$ cat config.mk
export PLATFORM = sky130hd
export DESIGN_NAME = tsfu_div
export DESIGN_NICKNAME = d
export VERILOG_FILES = /design/src/hdl/tsfu_div.sv
export SDC_FILE = /design/constraint.sdc
export NUM_CORES = 1
export LEC_CHECK = 0
export BUFFER_PORTS_ARGS = -buffer_cell sky130_fd_sc_hd__buf_2
export CORE_MARGIN = 2
export CORE_UTILIZATION = 53
export CTS_BUF_LIST = sky130_fd_sc_hd__clkbuf_8
export DETAILED_ROUTE_END_ITERATION = 8
export GPL_TIMING_DRIVEN = 0
export HOLD_SLACK_MARGIN = 0.02
export PLACE_DENSITY = 0.87
export REMOVE_ABC_BUFFERS = 1
export SYNTH_ARGS = -nofsm -noshare
export SYNTH_HDL_FRONTEND = slang
export SYNTH_SLANG_ARGS = --single-unit
$ cat constraint.sdc
create_clock -name i_clk -period 4.01 [get_ports i_clk]
set_input_delay 0.401 -clock i_clk [delete_from_list [all_inputs] [get_ports i_clk]]
set_output_delay 0.401 -clock i_clk [all_outputs]
set_load 0.05 [all_outputs]
$ cat src/hdl/tsfu_div.sv
// Bit-serial divider giving the quotient rounded to nearest, ties up.
module tsfu_div #(
    parameter int DW = 12
) (
    input  logic          i_clk,
    input  logic          i_rst_n,
    input  logic          i_start,
    input  logic [63:0]   i_num,
    input  logic [DW-1:0] i_den,
    output logic          o_done,
    output logic [63:0]   o_quo
);

    logic          r_busy;
    logic [6:0]    r_cnt;
    logic [63:0]   r_num;
    logic [DW-1:0] r_den;
    logic [DW-1:0] r_rem;
    logic [63:0]   r_quo;
    logic          r_done;

    logic [DW:0]   trial;
    logic          fits;
    logic [DW:0]   diff;

    // One restoring step
    always_comb begin
        trial = {r_rem, r_num[63]};
        fits  = trial >= {1'b0, r_den};
        diff  = trial - {1'b0, r_den};
    end

    always_ff @(posedge i_clk) begin
        if (!i_rst_n) begin
            r_busy <= 1'b0;
            r_cnt  <= 7'd0;
            r_done <= 1'b0;
        end else begin
            r_done <= 1'b0;
            if (i_start) begin
                r_busy <= 1'b1;
                r_cnt  <= 7'd64;
            end else if (r_busy) begin
                r_cnt <= r_cnt - 7'd1;
                if (r_cnt == 7'd1) begin
                    r_busy <= 1'b0;
                    r_done <= 1'b1;
                end
            end
        end
    end

    always_ff @(posedge i_clk) begin
        if (i_start) begin
            r_num <= i_num + 64'(i_den >> 1);
            r_den <= i_den;
            r_rem <= '0;
        end else if (r_busy) begin
            r_num <= {r_num[62:0], 1'b0};
            r_rem <= fits ? diff[DW-1:0] : trial[DW-1:0];
            r_quo <= {r_quo[62:0], fits};
        end
    end

    assign o_done = r_done;
    assign o_quo  = r_quo;

endmodule

==> flow_metrics.py <==
metrics = {
    "status": {
        "status": "finished clean",
    },
    "global_routing": {
        "antenna_found_initial": 0,
        "grt_pass1_vias": 5702,
        "overflow": 0,
        "grt_max_degree": 93,
        "grt_usage_pct": 21.7,
        "grt_pass1_wl_um": 28000,
    },
    "clocking": {
        "path_clk_slew_ns": 0.08,
        "cts.sinks": 161,
        "cts_made_buffers": 17,
        "ctsResizeCount": 0,
        "clk_latency_ns": 0.46,
        "cts_tree": "built",
        "postCtsSetupRepairBufs": 0,
        "ctsHtreeMaxLevel": 4,
        "cts_buffer_depth": 2,
        "root_buffer": "clkbuf_8",
        "hold_buffers": 0,
    },
    "worst_setup_path": {
        "critPathKind": "primary input to flip-flop",
        "critical_path.startpoint_type": "primary input",
        "cp.depth": 9,
        "crit_required_ns": 4.29,
        "crit_path_max_fanout": 14,
        "r2r_end": "r_rem[0]",
        "critPathLaunch": "i_den[10]",
        "crit_family": "compound AO/OA/AOI/OAI gates",
        "crit_end": "r_num[63]",
        "cp-end-kind": "flip-flop",
        "critPathMaxStageDelay_ns": 0.50,
        "critical_path.cell_chain": "buf_2, ha_1, o21a_1, o2111ai_2, buf_8, nand4b_2, a211o_1, or3_1, a31oi_1",
        "path_buf_inv": 2,
        "reg2reg_from": "r_den[1]",
        "reg2reg_slack_ns": 1.12,
        "reg2reg_depth": 8,
        "worstPathArrival_ns": 3.19,
        "critPathSlowestCell": "a211o_1",
    },
    "synth": {
        "ys_async_sr_fraction_pct": 0,
        "synth_edf_count": 140,
        "yosysMostFrequentCell": "edfxtp_1",
        "synth_area_um2": 8170,
        "synth_largest_area_cell": "edfxtp_1",
        "synth_top_area_share_pct": 51.5,
        "yosysUniqueCellTypes": 60,
        "synthFlopType": "edfxtp_1",
        "syn_area_per_cell_um2": 11.3,
        "yosys-top-cells-count": "edfxtp_1 (140), nor2_1 (87), a21oi_1 (65)",
        "synth_cells": 725,
        "seq_area_frac_synth_pct": 56.6,
        "ys_seq_elements": 161,
        "synth_area_leaders": "edfxtp_1 (51%), dfxtp_1 (5.1%), xnor2_1 (5.0%)",
        "synth_warnings": 0,
    },
    "timing": {
        "hold_viol": 0,
        "period_needed_ns": 2.91,
        "finalSetupViolCount": 0,
        "slew_viol_final": 0,
        "tightest_slew_ns": 0.995,
        "timing.final.ws_setup_ns": 1.10,
        "relSlewSlack_pct": 32.9,
        "whs_ns": 0.129,
        "max_freq_mhz": 344,
        "rsz0062_at_grt": "false",
        "finalCritPeriodShare_pct": 72.6,
        "clock_skew_ns": 0.0117,
    },
    "route": {
        "drc": 0,
        "first_pass_iters": 5,
        "top_layer": "met4",
        "routed_via_density": 5.84,
        "dr_wl_met3_um": 1200,
        "wl_met1_um": 7850,
        "vias": 6228,
        "ant_nets": 0,
        "wl_per_cell_um": 16.6,
        "wirelength_um": 17800,
        "wl_met2_um": 8510,
        "drtIter0Drc": 527,
    },
    "flow_run": {
        "max-cap-violations": 0,
    },
    "placed_design": {
        "routabilityCongestion": 0.902,
        "pre_cts_slack_ns": 0.595,
        "hpwl_um": 12500,
        "portBuffers": 143,
    },
    "power_and_ir_drop": {
        "switchingPower_uw": 1050,
        "p_clk_share_pct": 30.3,
        "combPwrFrac_pct": 16.1,
        "p_seq_share_pct": 53.6,
        "power.internal_uw": 2690,
        "power_density_nw_per_um2": 393,
        "ir_drop_mv": 0.212,
        "power_leakage_uw": 0.00349,
        "netSwitchingFraction_pct": 28.2,
        "design_power_total_uw": 3740,
    },
    "cells_and_area": {
        "area_growth_pct": 16.6,
        "fill_cells": 1179,
        "fin_nets": 972,
        "ff_latch_area_um2": 4620,
        "drive_gt1_share_pct": 23.2,
        "multi_input_area_um2": 3360,
        "n_antenna_cell": 0,
    },
    "die": {
        "boundaryPins": 144,
        "core_um2": 15100,
        "die_x_um": 128,
        "rows": 45,
        "initial_utilization_pct": 53.9,
        "die_y_um": 128,
        "die_area_um2": 16400,
    },
    "worst_hold_path": {
        "hold_class": "primary input to flip-flop",
    },
}
-- routing by layer --
metal,global-route usage [%],vias up
li1,-,3029
met1,28.5,2942
met2,35.8,239
met3,5.84,18
met4,5.95,0
met5,0,-
-- worst min path at each step --
stage,start,to,slack (ns),cells after the start
detailed placement,o_quo[1],o_quo[2],0.43,0
floorplan,r_cnt[0],r_cnt[0],0.46,2
global route,i_den[0],r_den[0],0.11,1
CTS,i_den[0],r_den[0],0.10,1
global placement,o_quo[24],o_quo[25],0.43,0
finish,i_den[0],r_den[0],0.13,1
-- cells in the final DEF (no fill, tap or decap), drive strengths merged, types with 21 or more instances in the layout --
cell type / instances
buf: 149
edfxtp: 140
nor2: 87
a21oi: 65
xnor2: 47
nand2: 37
inv: 31
o21ai: 27
ha: 25
nand3: 25
dfxtp: 21
-- cell type report --
type                            instances  share of cell area, %
Sequential cell                       161                   48.6
Multi-Input combinational cell        511                   35.3
Timing Repair Buffer                  149                   8.65
Clock buffer                           18                   2.60
Tap cell                              188                   2.47
Clock inverter                         14                   1.37
Inverter                               26                   1.03
-- power by group through the flow --
| stage | clock network [uW] | logic (uW) | registers, uW |
|---|---|---|---|
| 3_5_place_dp | 0 | 593 | 2040 |
| 4_1_cts | 1160 | 596 | 2010 |
| 2_1_floorplan | 0 | 319 | 2110 |
| 5_1_grt | 1230 | 659 | 2020 |
| 6_report | 1130 | 602 | 2000 |
| 3_3_place_gp | 0 | 562 | 2050 |
-- metrics by stage --
stage          TNS, ns  utilization (%)  cells  area (um2)
2_1_floorplan   -24.77                -    698        8060
3_3_place_gp   -210.26             59.5   1029        9010
3_5_place_dp         0             60.3   1034        9130
4_1_cts              0             62.8   1066        9510
5_1_grt              0             62.9   1067        9520
6_report             0             62.9   1067        9520
-- state kept, by name, summed over array words and instances, names as in the netlist --
| register | flops |
|---|---|
| o_quo | 64 |
| r_num | 64 |
| r_den | 12 |
| r_rem | 12 |
| r_cnt | 7 |
| o_done | 1 |
| r_busy | 1 |
-- cells by family after synthesis --
group,after synthesis,share of synthesized area [%]
fa+ha+maj,27,4.32
simple gates,239,15.2
buf+inv,53,2.48
xor+xnor,62,6.65
flops,161,56.6
mux,8,1.10
compound gates,175,13.6
Note: power is estimated with default switching activity, not from simulation.
