### config.mk
export PLATFORM = sky130hd
export DESIGN_NAME = tsfu_mul
export DESIGN_NICKNAME = d
export VERILOG_FILES = /design/src/hdl/tsfu_pkg.sv /design/src/hdl/tsfu_mul.sv
export SDC_FILE = /design/constraint.sdc
export NUM_CORES = 2
export LEC_CHECK = 0
export ABC_AREA = 1
export CORE_UTILIZATION = 45
export DETAILED_ROUTE_END_ITERATION = 10
export DONT_BUFFER_PORTS = 1
export PLACE_DENSITY = 0.74
export SLEW_MARGIN = 10
export SYNTH_ARGS = -nofsm -noshare
export SYNTH_HDL_FRONTEND = slang
export SYNTH_SLANG_ARGS = --single-unit
export TNS_END_PERCENT = 100
### constraint.sdc
create_clock -name i_clk -period 8.95 [get_ports i_clk]
set_input_delay 0.895 -clock i_clk [delete_from_list [all_inputs] [get_ports i_clk]]
set_output_delay 0.895 -clock i_clk [all_outputs]
set_load 0.05 [all_outputs]
### src/hdl/tsfu_pkg.sv
// Shared types and constants of the Taylor-series function unit.
package tsfu_pkg;

    // Function codes, as written to the function select register
    typedef enum logic [2:0] {
        F_SIN   = 3'd0,
        F_COS   = 3'd1,
        F_SINH  = 3'd2,
        F_COSH  = 3'd3,
        F_TANH  = 3'd4,
        F_EXP   = 3'd5,
        F_ATAN  = 3'd6,
        F_LN    = 3'd7
    } t_func;

    // Register indexes of the configuration port
    localparam logic [0:0] REG_FUNC  = 1'b0;
    localparam logic [0:0] REG_TERMS = 1'b1;

    // Sequencer states
    typedef enum logic [4:0] {
        S_IDLE,
        S_TB_START,
        S_TB_STEP,
        S_CV_RDA,
        S_CV_RDB,
        S_CV_MUL,
        S_CV_WAIT,
        S_TB_DSTART,
        S_TB_DIV,
        S_EV_START,
        S_LN_HI,
        S_LN_HI_W,
        S_LN_LO,
        S_LN_LO_W,
        S_EV_INIT,
        S_TM_MUL,
        S_TM_W,
        S_PW_MUL,
        S_PW_W,
        S_TM_RD,
        S_ADJ,
        S_FIN,
        S_OUT
    } t_state;

    // Multiplier request and response
    typedef struct packed {
        logic start;
        logic sh46;     // 1: result scaled by 2^-46, 0: by 2^-32
    } t_mul_req;

    typedef struct packed {
        logic done;
        logic ovf;
    } t_mul_rsp;

    // Fixed-point constants
    localparam logic signed [63:0] ONE_Q32  = 64'sh0000_0001_0000_0000;
    localparam logic        [47:0] ONE_Q46  = 48'h4000_0000_0000;
    localparam logic signed [63:0] E_Q32    = 64'sh0000_0002_B7E1_5163;
    localparam logic signed [63:0] INV_E_Q32 = 64'sh0000_0000_5E2D_58D9;
    localparam logic signed [63:0] LN_HIGH  = 64'sh0000_0001_8000_0000;
    localparam logic signed [63:0] LN_LOW   = 64'sh0000_0000_8000_0000;
    localparam logic signed [63:0] MAX_Q64  = 64'sh7FFF_FFFF_FFFF_FFFF;

    localparam int unsigned TERM_W  = 5;
    localparam int unsigned FRAC_SH = 16;

endpackage

### src/hdl/tsfu_mul.sv
// Multi-cycle signed 64x64 multiply with rounded shift and saturation.
module tsfu_mul
    import tsfu_pkg::*;
(
    input  logic               i_clk,
    input  logic               i_rst_n,
    input  t_mul_req           i_req,
    input  logic signed [63:0] i_a,
    input  logic signed [63:0] i_b,
    output t_mul_rsp           o_rsp,
    output logic signed [63:0] o_res
);

    logic               r_busy;
    logic [2:0]         r_step;
    logic [63:0]        r_ma;
    logic [63:0]        r_mb;
    logic               r_neg;
    logic               r_sh46;
    logic [63:0]        r_prod;
    logic [127:0]       r_acc;
    logic               r_done;
    logic               r_ovf;
    logic signed [63:0] r_res;

    logic [31:0]  part_a;
    logic [31:0]  part_b;
    logic [127:0] addend;
    logic [127:0] rnd_sum;
    logic [127:0] quot;
    logic         over;
    logic [63:0]  qlo;

    // Partial product operands: ll, lh, hl, hh
    always_comb begin
        part_a = (r_step == 3'd2 || r_step == 3'd3) ? r_ma[63:32] : r_ma[31:0];
        part_b = r_step[0] ? r_mb[63:32] : r_mb[31:0];
    end

    // Alignment of the product taken one step earlier
    always_comb begin
        case (r_step)
            3'd1:    addend = {64'd0, r_prod};
            3'd2:    addend = {32'd0, r_prod, 32'd0};
            3'd3:    addend = {32'd0, r_prod, 32'd0};
            3'd4:    addend = {r_prod, 64'd0};
            default: addend = 128'd0;
        endcase
    end

    // Round half away from zero on the magnitude, then saturate
    always_comb begin
        rnd_sum = r_acc + (r_sh46 ? (128'd1 << 45) : (128'd1 << 31));
        quot    = r_sh46 ? (rnd_sum >> 46) : (rnd_sum >> 32);
        over    = |quot[127:63];
        qlo     = over ? 64'h7FFF_FFFF_FFFF_FFFF : quot[63:0];
    end

    always_ff @(posedge i_clk) begin
        if (!i_rst_n) begin
            r_busy <= 1'b0;
            r_step <= 3'd0;
            r_done <= 1'b0;
        end else begin
            r_done <= 1'b0;
            if (i_req.start) begin
                r_busy <= 1'b1;
                r_step <= 3'd0;
            end else if (r_busy) begin
                r_step <= r_step + 3'd1;
                if (r_step == 3'd5) begin
                    r_busy <= 1'b0;
                    r_done <= 1'b1;
                end
            end
        end
    end

    // Datapath
    always_ff @(posedge i_clk) begin
        if (i_req.start) begin
            r_ma   <= i_a[63] ? (64'd0 - 64'(i_a)) : 64'(i_a);
            r_mb   <= i_b[63] ? (64'd0 - 64'(i_b)) : 64'(i_b);
            r_neg  <= i_a[63] ^ i_b[63];
            r_sh46 <= i_req.sh46;
            r_acc  <= 128'd0;
        end else if (r_busy) begin
            if (r_step <= 3'd3) begin
                r_prod <= part_a * part_b;
            end
            if (r_step >= 3'd1 && r_step <= 3'd4) begin
                r_acc <= r_acc + addend;
            end
            if (r_step == 3'd5) begin
                r_ovf <= over;
                r_res <= r_neg ? -$signed(qlo) : $signed(qlo);
            end
        end
    end

    assign o_rsp.done = r_done;
    assign o_rsp.ovf  = r_ovf;
    assign o_res      = r_res;

endmodule

==> out/qor.yml <==
critical_path:
  required_ps: 9380
  cp-end-kind: "flop"
  cp_max_fo: 32
  r2r_slack_ps: 270
  criticalPathCategory: "flop to flop"
  worstReg2RegStart: "r_step[0]"
  slowest_delay_ps: 550
  reg2reg_to: "r_prod[55]"
  start_kind: "flop"
  reg2regPathDepth: 34
  cpMostUsedCell: "fa_1"
  crit_slowest_cell: "fa_1"
  cp_data_arrival_time_ps: 9110
layout:
  fillCellCount: 14700
  nNetsFinal: 10900
  drive_gt1_frac: 0.0806
  final_cell_area_um2: 74700
  final_cells: 11400
  area_growth_pct: 11.6
global_route:
  gr-usage-all-layers: 0.382
  antenna_found_initial: 7
  grt_pass1_wl_um: 421000
  grt-ovfl-total: 0
  grt_pass1_vias: 64500
  grt_max_degree: 235
timing:
  finalClockSkew_ps: 82.2
  finalCriticalPeriod_ps: 8680
  fin_setup_tns_ps: 0
  rsz0062_at_grt: "yes"
  finalHoldViolations: 0
  finalSetupViolCount: 0
  slew_headroom: 0.160
  slew_viol_final: 0
  fin_ws_ps: 270
  period_share: 0.970
  worst_pin_slew_ps: 1250
  clock.fmax_ghz: 0.115
cts:
  clk_path_buf_depth: 3
  path_clk_slew_ps: 60
  cts_hold_buf: 0
  cts_root_buf: "clkbuf_16"
  htree_num_levels: 2
  cts_sinks: 392
  cts_buffers: 54
  clk_latency_ps: 730
  cts_tree: "yes"
floorplanning:
  die_w_um: 388
  die_y_um: 388
  core-area_um2: 148000
  io_pins: 198
  die_area_um2: 150000
  initial_utilization: 0.453
  num_rows: 141
min_path:
  hold_depth: 0
  whs_endpoint: "r_sh46"
  worstHoldPathType: "input port to flop"
  hp-start: "i_req[0]"
route:
  drc: 0
  vias: 63700
  drt-initial-drc-count: 5469
  avgViaCountPerCell: 5.56
  wirelength_um: 290000
  drt_pass1_iterations: 8
  final_antenna_net_count: 0
  wl_per_cell_um: 25.3
synth:
  synth_area_per_cell_um2: 7.26
  synth-async-reset-ratio: 0
  netlist_instances: 9227
  synth_enable_flop_cells: 259
  synth_ff_type: "edfxtp_1"
  ys_seq_area_frac: 0.156
  synth_top_area_frac: 0.268
  synth_fp_nets: 10700
  synthDistinctLibCells: 61
  syn_area_um2: 67000
  yosys.area.top_type: "fa_1"
  yosysWarnings: 0
  synth_area_leaders: "fa_1 27%, edfxtp_1 12%, inv_1 11%, nor2_1 9.2%, nand2_1 8.7%"
  ys_ff_latch: 392
run_status:
  run_status: "complete, no violations"
placement:
  gp_congestion: 1.05
  port_buffers: 0
  dpl_worst_slack_ps: -128
  dpl.hpwl_um: 247000
  dp_cells: 11300
  placed_area_um2: 72600
run:
  maxCapViolCount: 0
-- placed cells by master (no fill, tap or decap), types with 26 or more instances in the layout --
cell,synthesis,final
a21oi_1,446,434
ha_1,400,396
nor2_2,26,27
xor2_1,248,248
clkbuf_16,0,54
a31oi_1,93,88
inv_1,1944,1936
buf_4,8,403
clkinv_1,25,26
nor2_1,1633,1632
buf_12,0,53
o21ai_2,4,31
o21ai_1,46,39
o21ai_0,374,348
nor4_1,32,30
or2_2,56,56
o21a_1,38,38
nor3_1,60,58
o22ai_1,64,64
nand2_1,1544,1540
nand4_1,101,101
fa_1,897,894
o211ai_1,29,29
xnor2_1,131,130
dfxtp_1,133,132
nand3_1,209,208
edfxtp_1,259,259
-- worst max path at each step --
stage	startpoint	end	slack, ps	cells past startpoint
CTS	r_step[0]	r_prod[56]	-7	30
finish	r_step[0]	r_prod[55]	270	34
detailed placement	r_step[0]	r_prod[55]	-130	35
floorplan	r_step[0]	r_prod[46]	300	32
global route	r_step[0]	r_prod[56]	-40	34
global placement	r_step[0]	r_prod[55]	-70	35
-- metal layers --
metal	share of wire	vias up	global-route usage
met5	0.000083	-	0
met4	0.088	4	0.279
met3	0.075	867	0.0623
met2	0.46	3027	0.634
met1	0.37	30900	0.449
li1	-	28900	-
-- registers in the layout, indices dropped and copies added (netlist names) --
signal,count
r_mb,64
r_step,3
o_res,64
r_busy,1
r_done,1
r_acc,128
r_neg,1
r_ovf,1
r_ma,64
r_sh46,1
r_prod,64
-- final cells by class --
class                           count  area (um^2)  share of cell area
Clock inverter                     40          480             0.00643
Clock buffer                       59         1370              0.0183
Multi-Input combinational cell   6586        48400               0.648
Antenna cell                        3         7.51            0.000100
Tap cell                         1930         2410              0.0323
Sequential cell                   392        10400               0.140
Timing Repair Buffer              463         4170              0.0558
Inverter                         1976         7450              0.0996
-- synthesized netlist by cell type, types with 60 or more instances --
master	n
fa_1	897
xnor2_1	131
ha_1	400
inv_1	1944
nand4_1	101
dfxtp_1	133
xor2_1	248
clkbuf_1	243
nor2_1	1633
o21ai_0	374
edfxtp_1	259
a31oi_1	93
a21oi_1	446
o22ai_1	64
nor3_1	60
nand2_1	1544
nand3_1	209
-- metrics by stage --
stage | util | hold WS [ps]
4_1_cts | 0.504 | 251
2_1_floorplan | - | 475
3_5_place_dp | 0.491 | 506
5_1_grt | 0.506 | 268
6_report | 0.506 | 294
3_3_place_gp | 0.491 | 496
-- critical path: cells and delay by family, from the launching register on --
kind | cells | cell delay (ps)
DFF | 1 | 340
adders and majority gates | 11 | 4760
buffers and inverters | 10 | 1310
AOI/OAI and AO/OA | 7 | 990
xor gates and xnor gates | 1 | 90
and+or+nand+nor | 5 | 870
-- logic make-up (layout without fill, tap and decap cells) --
family,after synthesis,after routing,synth area share
buffers and inverters,2249,2538,0.127
AO/OA/AOI/OAI,1190,1190,0.0991
other,0,3,0
AND/OR/NAND/NOR,3720,3720,0.225
flip-flops,392,392,0.156
adder cells (fa/ha/maj),1297,1297,0.343
XOR/XNOR,379,379,0.0496
-- repair_timing --
action                                  4_1_cts  5_1_grt
resized for setup                             6       74
endpoints found under the setup margin        7       30
pin swaps                                     0       16
buffers inserted                              0        2
Power is not shown: default switching activity piles up to over one toggle a cycle in this logic, so the estimate is an artifact.
